[src/hw/rtl/dse_pkg.sv]
// Shared constants, register indexes and the value scaling function of the DMX slot extractor.
package dse_pkg;

    localparam int COUNT_W    = 10;
    localparam int INDEX_W    = 4;
    localparam int BYTE_W     = 8;
    localparam int CFG_ADDR_W = 1;
    localparam int CFG_DATA_W = 10;

    localparam logic [COUNT_W-1:0] COUNT_MAX  = '1;
    localparam logic [INDEX_W-1:0] NUM_PARAMS = 4'd10;

    // Register indexes of the configuration port
    localparam logic [CFG_ADDR_W-1:0] CFG_DMX_ENABLE    = 1'b0;
    localparam logic [CFG_ADDR_W-1:0] CFG_START_ADDRESS = 1'b1;

    // Parameter indexes that carry a scaled value
    localparam logic [INDEX_W-1:0] PARAM_RELEASE   = 4'd6;
    localparam logic [INDEX_W-1:0] PARAM_ANIMATION = 4'd7;
    localparam logic [INDEX_W-1:0] PARAM_TRIGGER   = 4'd8;
    localparam logic [INDEX_W-1:0] PARAM_CURVE     = 4'd9;

    localparam logic [6:0] K_RELEASE   = 7'd100;
    localparam logic [6:0] K_ANIMATION = 7'd8;
    localparam logic [6:0] K_TRIGGER   = 7'd6;
    localparam logic [6:0] K_CURVE     = 7'd3;

    // Raw byte for the colour slots, floor(byte * K / 255) for the others.
    // x / 255 is exact as (x + (x >> 8) + 1) >> 8 for x below 65535.
    function automatic logic [BYTE_W-1:0] scale_value(input logic [INDEX_W-1:0] idx,
                                                      input logic [BYTE_W-1:0]  b);
        logic [6:0]  k;
        logic        raw;
        logic [14:0] prod;
        logic [15:0] sum;
        k   = '0;
        raw = 1'b0;
        case (idx)
            PARAM_RELEASE:   k = K_RELEASE;
            PARAM_ANIMATION: k = K_ANIMATION;
            PARAM_TRIGGER:   k = K_TRIGGER;
            PARAM_CURVE:     k = K_CURVE;
            default:         raw = 1'b1;
        endcase
        prod = 15'(b) * 15'(k);
        sum  = 16'(prod) + 16'(prod[14:8]) + 16'd1;
        return raw ? b : sum[15:8];
    endfunction

endpackage

[src/hw/rtl/dmx_slot_extractor.sv]
// DMX slot extractor: slot counter, address match and parameter scaling for one fixture.
// Each input item is one received byte (tdata) with its framing-error flag (tuser). A break
// clears the slot counter, any other byte advances it and it saturates at 1023. The start
// code is count 1, so DMX slot s is count s + 1; counts start_address + 1 through
// start_address + 10 each give one output item with the parameter index (tuser) and value
// (tdata). Parameters 0-5 carry the raw byte, 6-9 carry floor(byte * K / 255) with K = 100,
// 8, 6 and 3. While dmx_enable is 0, items are taken and dropped and the counter holds.
// Throughput is one item per clock while the output is not stalled; an item passes an input
// register and then an output register, which offers its result on the output.
// While a result waits, the input takes an item only into an empty input register.
module dmx_slot_extractor (
    input  logic                             i_clk,
    input  logic                             i_rst_n,
    input  logic                             i_cfg_we,
    input  logic [dse_pkg::CFG_ADDR_W-1:0]   i_cfg_addr,
    input  logic [dse_pkg::CFG_DATA_W-1:0]   i_cfg_wdata,
    input  logic                             s_axis_tvalid,
    output logic                             s_axis_tready,
    input  logic [7:0]                       s_axis_tdata,   // [7:0] rx_byte
    input  logic                             s_axis_tuser,   // [0] frame_error
    output logic                             m_axis_tvalid,
    input  logic                             m_axis_tready,
    output logic [7:0]                       m_axis_tdata,   // [7:0] param_value
    output logic [dse_pkg::INDEX_W-1:0]      m_axis_tuser    // [3:0] param_index
);

    logic                              r_dmx_enable;
    logic [dse_pkg::COUNT_W-1:0]       r_start_address;
    logic [dse_pkg::COUNT_W-1:0]       r_slot_count;
    logic [dse_pkg::COUNT_W-1:0]       n_slot_count;

    logic                              r_in_valid;
    logic [dse_pkg::BYTE_W-1:0]        r_in_byte;
    logic                              r_in_ferr;

    logic                              r_out_valid;
    logic [dse_pkg::INDEX_W-1:0]       r_out_index;
    logic [dse_pkg::BYTE_W-1:0]        r_out_value;

    logic                              advance;
    logic                              in_accept;
    logic [dse_pkg::COUNT_W-1:0]       offset;
    logic                              hit;
    logic [dse_pkg::INDEX_W-1:0]       hit_index;

    assign advance       = !r_out_valid || m_axis_tready;
    assign s_axis_tready = !r_in_valid || advance;
    assign in_accept     = s_axis_tvalid && s_axis_tready;

    always_comb begin
        n_slot_count = r_slot_count;
        if (r_dmx_enable) begin
            if (r_in_ferr) begin
                n_slot_count = '0;
            end else if (r_slot_count != dse_pkg::COUNT_MAX) begin
                n_slot_count = r_slot_count + dse_pkg::COUNT_W'(1);
            end
        end
    end

    // Match when start_address < count and count - start_address - 1 < NUM_PARAMS
    assign offset    = n_slot_count - r_start_address - dse_pkg::COUNT_W'(1);
    assign hit       = (n_slot_count > r_start_address)
                       && (offset < dse_pkg::COUNT_W'(dse_pkg::NUM_PARAMS));
    assign hit_index = offset[dse_pkg::INDEX_W-1:0];

    always_ff @(posedge i_clk) begin
        if (!i_rst_n) begin
            r_dmx_enable    <= 1'b0;
            r_start_address <= dse_pkg::COUNT_W'(1);
            r_slot_count    <= '0;
            r_in_valid      <= 1'b0;
            r_out_valid     <= 1'b0;
        end else begin
            if (i_cfg_we) begin
                case (i_cfg_addr)
                    dse_pkg::CFG_DMX_ENABLE:    r_dmx_enable    <= i_cfg_wdata[0];
                    dse_pkg::CFG_START_ADDRESS: r_start_address <= i_cfg_wdata;
                    default: ;
                endcase
            end
            // fill an empty input register even while the output stalls
            if (s_axis_tready) begin
                r_in_valid <= in_accept;
            end
            if (advance) begin
                r_out_valid <= r_in_valid && r_dmx_enable && hit;
                if (r_in_valid) begin
                    r_slot_count <= n_slot_count;
                end
            end
        end
        // payload, no reset
        if (in_accept) begin
            r_in_byte <= s_axis_tdata;
            r_in_ferr <= s_axis_tuser;
        end
        if (advance && r_in_valid) begin
            r_out_index <= hit_index;
            r_out_value <= dse_pkg::scale_value(hit_index, r_in_byte);
        end
    end

    assign m_axis_tvalid = r_out_valid;
    assign m_axis_tdata  = r_out_value;
    assign m_axis_tuser  = r_out_index;

`ifndef SYNTHESIS
    a_index_range: assert property (@(posedge i_clk) disable iff (!i_rst_n)
        r_out_valid |-> (r_out_index < dse_pkg::NUM_PARAMS))
        else $error("output parameter index out of range");

    a_disabled_hold: assert property (@(posedge i_clk) disable iff (!i_rst_n)
        !r_dmx_enable |-> (n_slot_count == r_slot_count))
        else $error("slot counter moves while disabled");

    a_break_clears: assert property (@(posedge i_clk) disable iff (!i_rst_n)
        (advance && r_in_valid && r_in_ferr && r_dmx_enable) |=> (r_slot_count == '0))
        else $error("break did not clear the slot counter");
`endif

endmodule
[config.mk]
export PLATFORM = sky130hd
export DESIGN_NAME = dmx_slot_extractor
export DESIGN_NICKNAME = d
export VERILOG_FILES = /design/src/hw/rtl/dse_pkg.sv /design/src/hw/rtl/dmx_slot_extractor.sv
export SDC_FILE = /design/constraint.sdc
export NUM_CORES = 1
export LEC_CHECK = 0
export CAP_MARGIN = 25
export CORE_MARGIN = 1.5
export CORE_UTILIZATION = 59
export CTS_CLUSTER_SIZE = 8
export DETAILED_ROUTE_END_ITERATION = 10
export DONT_BUFFER_PORTS = 1
export GPL_ROUTABILITY_DRIVEN = 0
export GPL_TIMING_DRIVEN = 0
export PLACE_DENSITY = 0.78
export REMOVE_ABC_BUFFERS = 1
export SYNTH_ARGS = -nofsm -noshare
export SYNTH_HDL_FRONTEND = slang
export SYNTH_SLANG_ARGS = --single-unit
export TNS_END_PERCENT = 5
[constraint.sdc]
create_clock -name i_clk -period 8.4 [get_ports i_clk]
set_input_delay 0.84 -clock i_clk [delete_from_list [all_inputs] [get_ports i_clk]]
set_output_delay 0.84 -clock i_clk [all_outputs]
set_load 0.005 [all_outputs]
==> impl_metrics.tcl <==
set metrics [dict create \
    status "completed" \
    start_util 0.6205 \
    postRouteAntennaNets 0 \
    synth.top_cell.area_share 0.1664 \
    drcViolationCount 0 \
    io_pins 39 \
    dieArea_sq_um 7784 \
    peakVddDrop_mv 0.1175 \
    die_h_microns 88.23 \
    ys_ff_latch 44 \
    finalHoldViolCount 0 \
    grt_pass1_wl_microns 15500 \
    via_per_inst 5.995 \
    cts_buffers 5 \
    rr_worst_depth 37 \
    synth.most_common_cell "ha_1" \
    hold_class "flop to flop" \
    synth.distinct_cells 61 \
    worstSetupEndpoint "m_axis_tdata[5]" \
    slowest_stage "fa_1" \
    synth_edf_count 21 \
    grt_util_all_layers 0.2563 \
    area_growth_pct 17.93 \
    hold_buffers 0 \
    fin_nets 618 \
    yosysTopAreaCell "ha_1" \
    grt_overflow 0 \
    met3_usage 0.04198 \
    yosysWarningCount 0 \
    hold_ws_ns 0.4596 \
    max_freq_ghz 0.1214 \
    clockBufferDepth 2 \
    critPathRequiredTime_ns 8.43 \
    crit_fanout 6 \
    cap_violations 0 \
    ctsRootBufferMaster "clkbuf_8" \
    finalCritPeriodShare 0.9805 \
    rrSetupSlack_ns 0.16 \
    worstSetupStartpointType "flop" \
    crit_path_start "r_slot_count[0]" \
    htree_levels 2 \
    finalSetupViolCount 0 \
    drive_above_1_share 0.1919 \
    vias 3669 \
    met2_usage 0.3935 \
    io_buffers 0 \
    end_kind "flop" \
    critPathBufInv 7 \
    first_pass_iters 5 \
    met1_usage 0.3822 \
    netlist_instances 488 \
    clk_pin_slew_ns 0.08 \
    synth_common_cells "ha_1 (57), inv_1 (52), nand2_1 (49)" \
    r2r_end "m_axis_tdata[5]" \
    slew_headroom 0.5232 \
    cts.sinks 44 \
    core_sq_um 6907 \
    criticalPathCategory "flop to flop" \
    cp_common_cell "inv_1" \
    fillers 506 \
    grt_max_degree 22 \
    cp.depth 37 \
    clock_latency_ns 0.30 \
    drv_slew 0 \
    path_delay_family "adder cells" \
    hpwl_microns 7093 \
    syn_avg_cell_area_sq_um 8.781 \
    fin_skew_ns 0.008119 \
    grt_pass1_vias 3377 \
    setup_tns_ns 0 \
    die_width_microns 88.23 \
    worst_slew_pin_slew_ns 0.7144 \
    fin_crit_ns 8.236 \
    n_antenna_cell 0 \
    power_density_nw_per_um2 102.9 \
    cts_tree "yes" \
    dr.first_iter.drc_count 341 \
    r2r_start "r_slot_count[0]" \
    synth_ff_type "dfxtp_1" \
    slowest_delay_ns 0.55 \
    busiest_layer "met2" \
    core.rowCount 30 \
    post_drt_wl_per_cell_microns 16.86 \
    syn_area_sq_um 4285 \
    synthTopCellsByArea "ha_1 (17%), edfxtp_1 (15%), dfxtp_1 (11%)" \
    wl_microns 10320 \
    synth-async-reset-ratio 0 \
    cp.arrival_ns 8.27 \
    seq_area_frac_synth 0.2546 \
    p_leak_nw 2.397 \
    antenna_found_initial 0 \
]
==> where the power goes <==
group | switching, mW | leakage [nW] | total (mW) | internal [mW]
clock network | 0.0709 | 0.0596 | 0.156 | 0.0852
registers | 0.0117 | 0.389 | 0.247 | 0.236
logic | 0.0662 | 1.95 | 0.116 | 0.0502
total | 0.149 | 2.40 | 0.520 | 0.371
==> cell families after synthesis <==
group | share of synthesized area
XOR/XNOR | 0.03883
adder cells (fa/ha/maj) | 0.2645
multiplexers | 0.02190
buffers and inverters | 0.05693
flip-flops | 0.2546
AND/OR/NAND/NOR | 0.2067
AO/OA/AOI/OAI | 0.1565
==> repair_timing <==
action | in CTS | in global routing
resized for setup | 31 | 35
pin swaps | 12 | 26
buffers inserted | 10 | 20
endpoints found under the setup margin | 8 | 8
==> area by class of cell <==
type                    instances  area [sq um]  area share
inverters                      52         195.2     0.03862
repair buffers                 31         272.8     0.05397
clock buffers                   7         107.6     0.02129
well taps                      96         120.1     0.02377
clock inverters                 1         8.758    0.001733
multi-input cells             381          3241      0.6412
flip-flops and latches         44          1109      0.2194
==> layer usage <==
metal	wire, microns	part of all wire
met1	4785	0.46
met2	4719	0.46
met3	643	0.062
met4	170	0.016
met5	0	0
==> registers in the layout (all words and copies together), names as in the netlist <==
name,cells
r_slot_count,10
r_start_address,10
m_axis_tdata,8
r_in_byte,8
m_axis_tuser,4
m_axis_tvalid,1
r_dmx_enable,1
r_in_ferr,1
r_in_valid,1
==> worst register-to-register path, delay by kind of cell (launching register included) <==
kind	cells	cell delay (ns)
compound gates	8	1.54
xor+xnor	3	0.62
fa+ha+maj	9	3.12
buf+inv	7	0.75
flops	1	0.38
simple gates	10	1.58
==> cell usage in the layout, fill, tap and decap left out, drive strengths merged, types with 4 or more instances in the layout <==
cell type / Yosys / final
a211oi: 4 / 4
a21o: 10 / 10
a21oi: 28 / 28
a31o: 4 / 4
a31oi: 9 / 9
and2: 21 / 21
and3: 12 / 12
buf: 2 / 31
clkbuf: 9 / 7
dfxtp: 23 / 23
edfxtp: 21 / 21
fa: 21 / 21
ha: 57 / 57
inv: 52 / 52
mux2i: 6 / 6
nand2: 49 / 49
nand2b: 5 / 5
nand3: 15 / 15
nand4: 5 / 5
nor2: 41 / 41
nor2b: 5 / 5
nor3: 8 / 8
o21a: 6 / 6
o21ai: 14 / 14
or3: 5 / 5
xnor2: 12 / 12
xor2: 7 / 7
==> how the worst min path moves through the flow <==
| stage | from | endpoint | depth (start not counted) |
|---|---|---|---|
| after global routing | r_start_address[9] | r_start_address[9] | 2 |
| after floorplan | r_start_address[1] | r_start_address[1] | 2 |
| after global placement | r_start_address[9] | r_start_address[9] | 2 |
| after detailed placement | r_start_address[6] | r_start_address[6] | 2 |
| final | r_start_address[6] | r_start_address[6] | 2 |
| after CTS | r_start_address[6] | r_start_address[6] | 2 |
==> per-stage QoR <==
stage          utilization  setup slack (ns)  cell area [sq um]  cells  total power [mW]
2_1_floorplan            -           -0.2091               4237    477            0.3149
3_3_place_gp        0.6308            -1.441               4357    573            0.3363
3_5_place_dp        0.6344           -0.8194               4382    575            0.3400
4_1_cts             0.6861           0.01204               4738    592            0.5037
5_1_grt             0.7317           -0.2124               5054    612            0.5427
6_report            0.7317            0.1640               5054    612            0.5198
(Power assumes the default switching activity.)
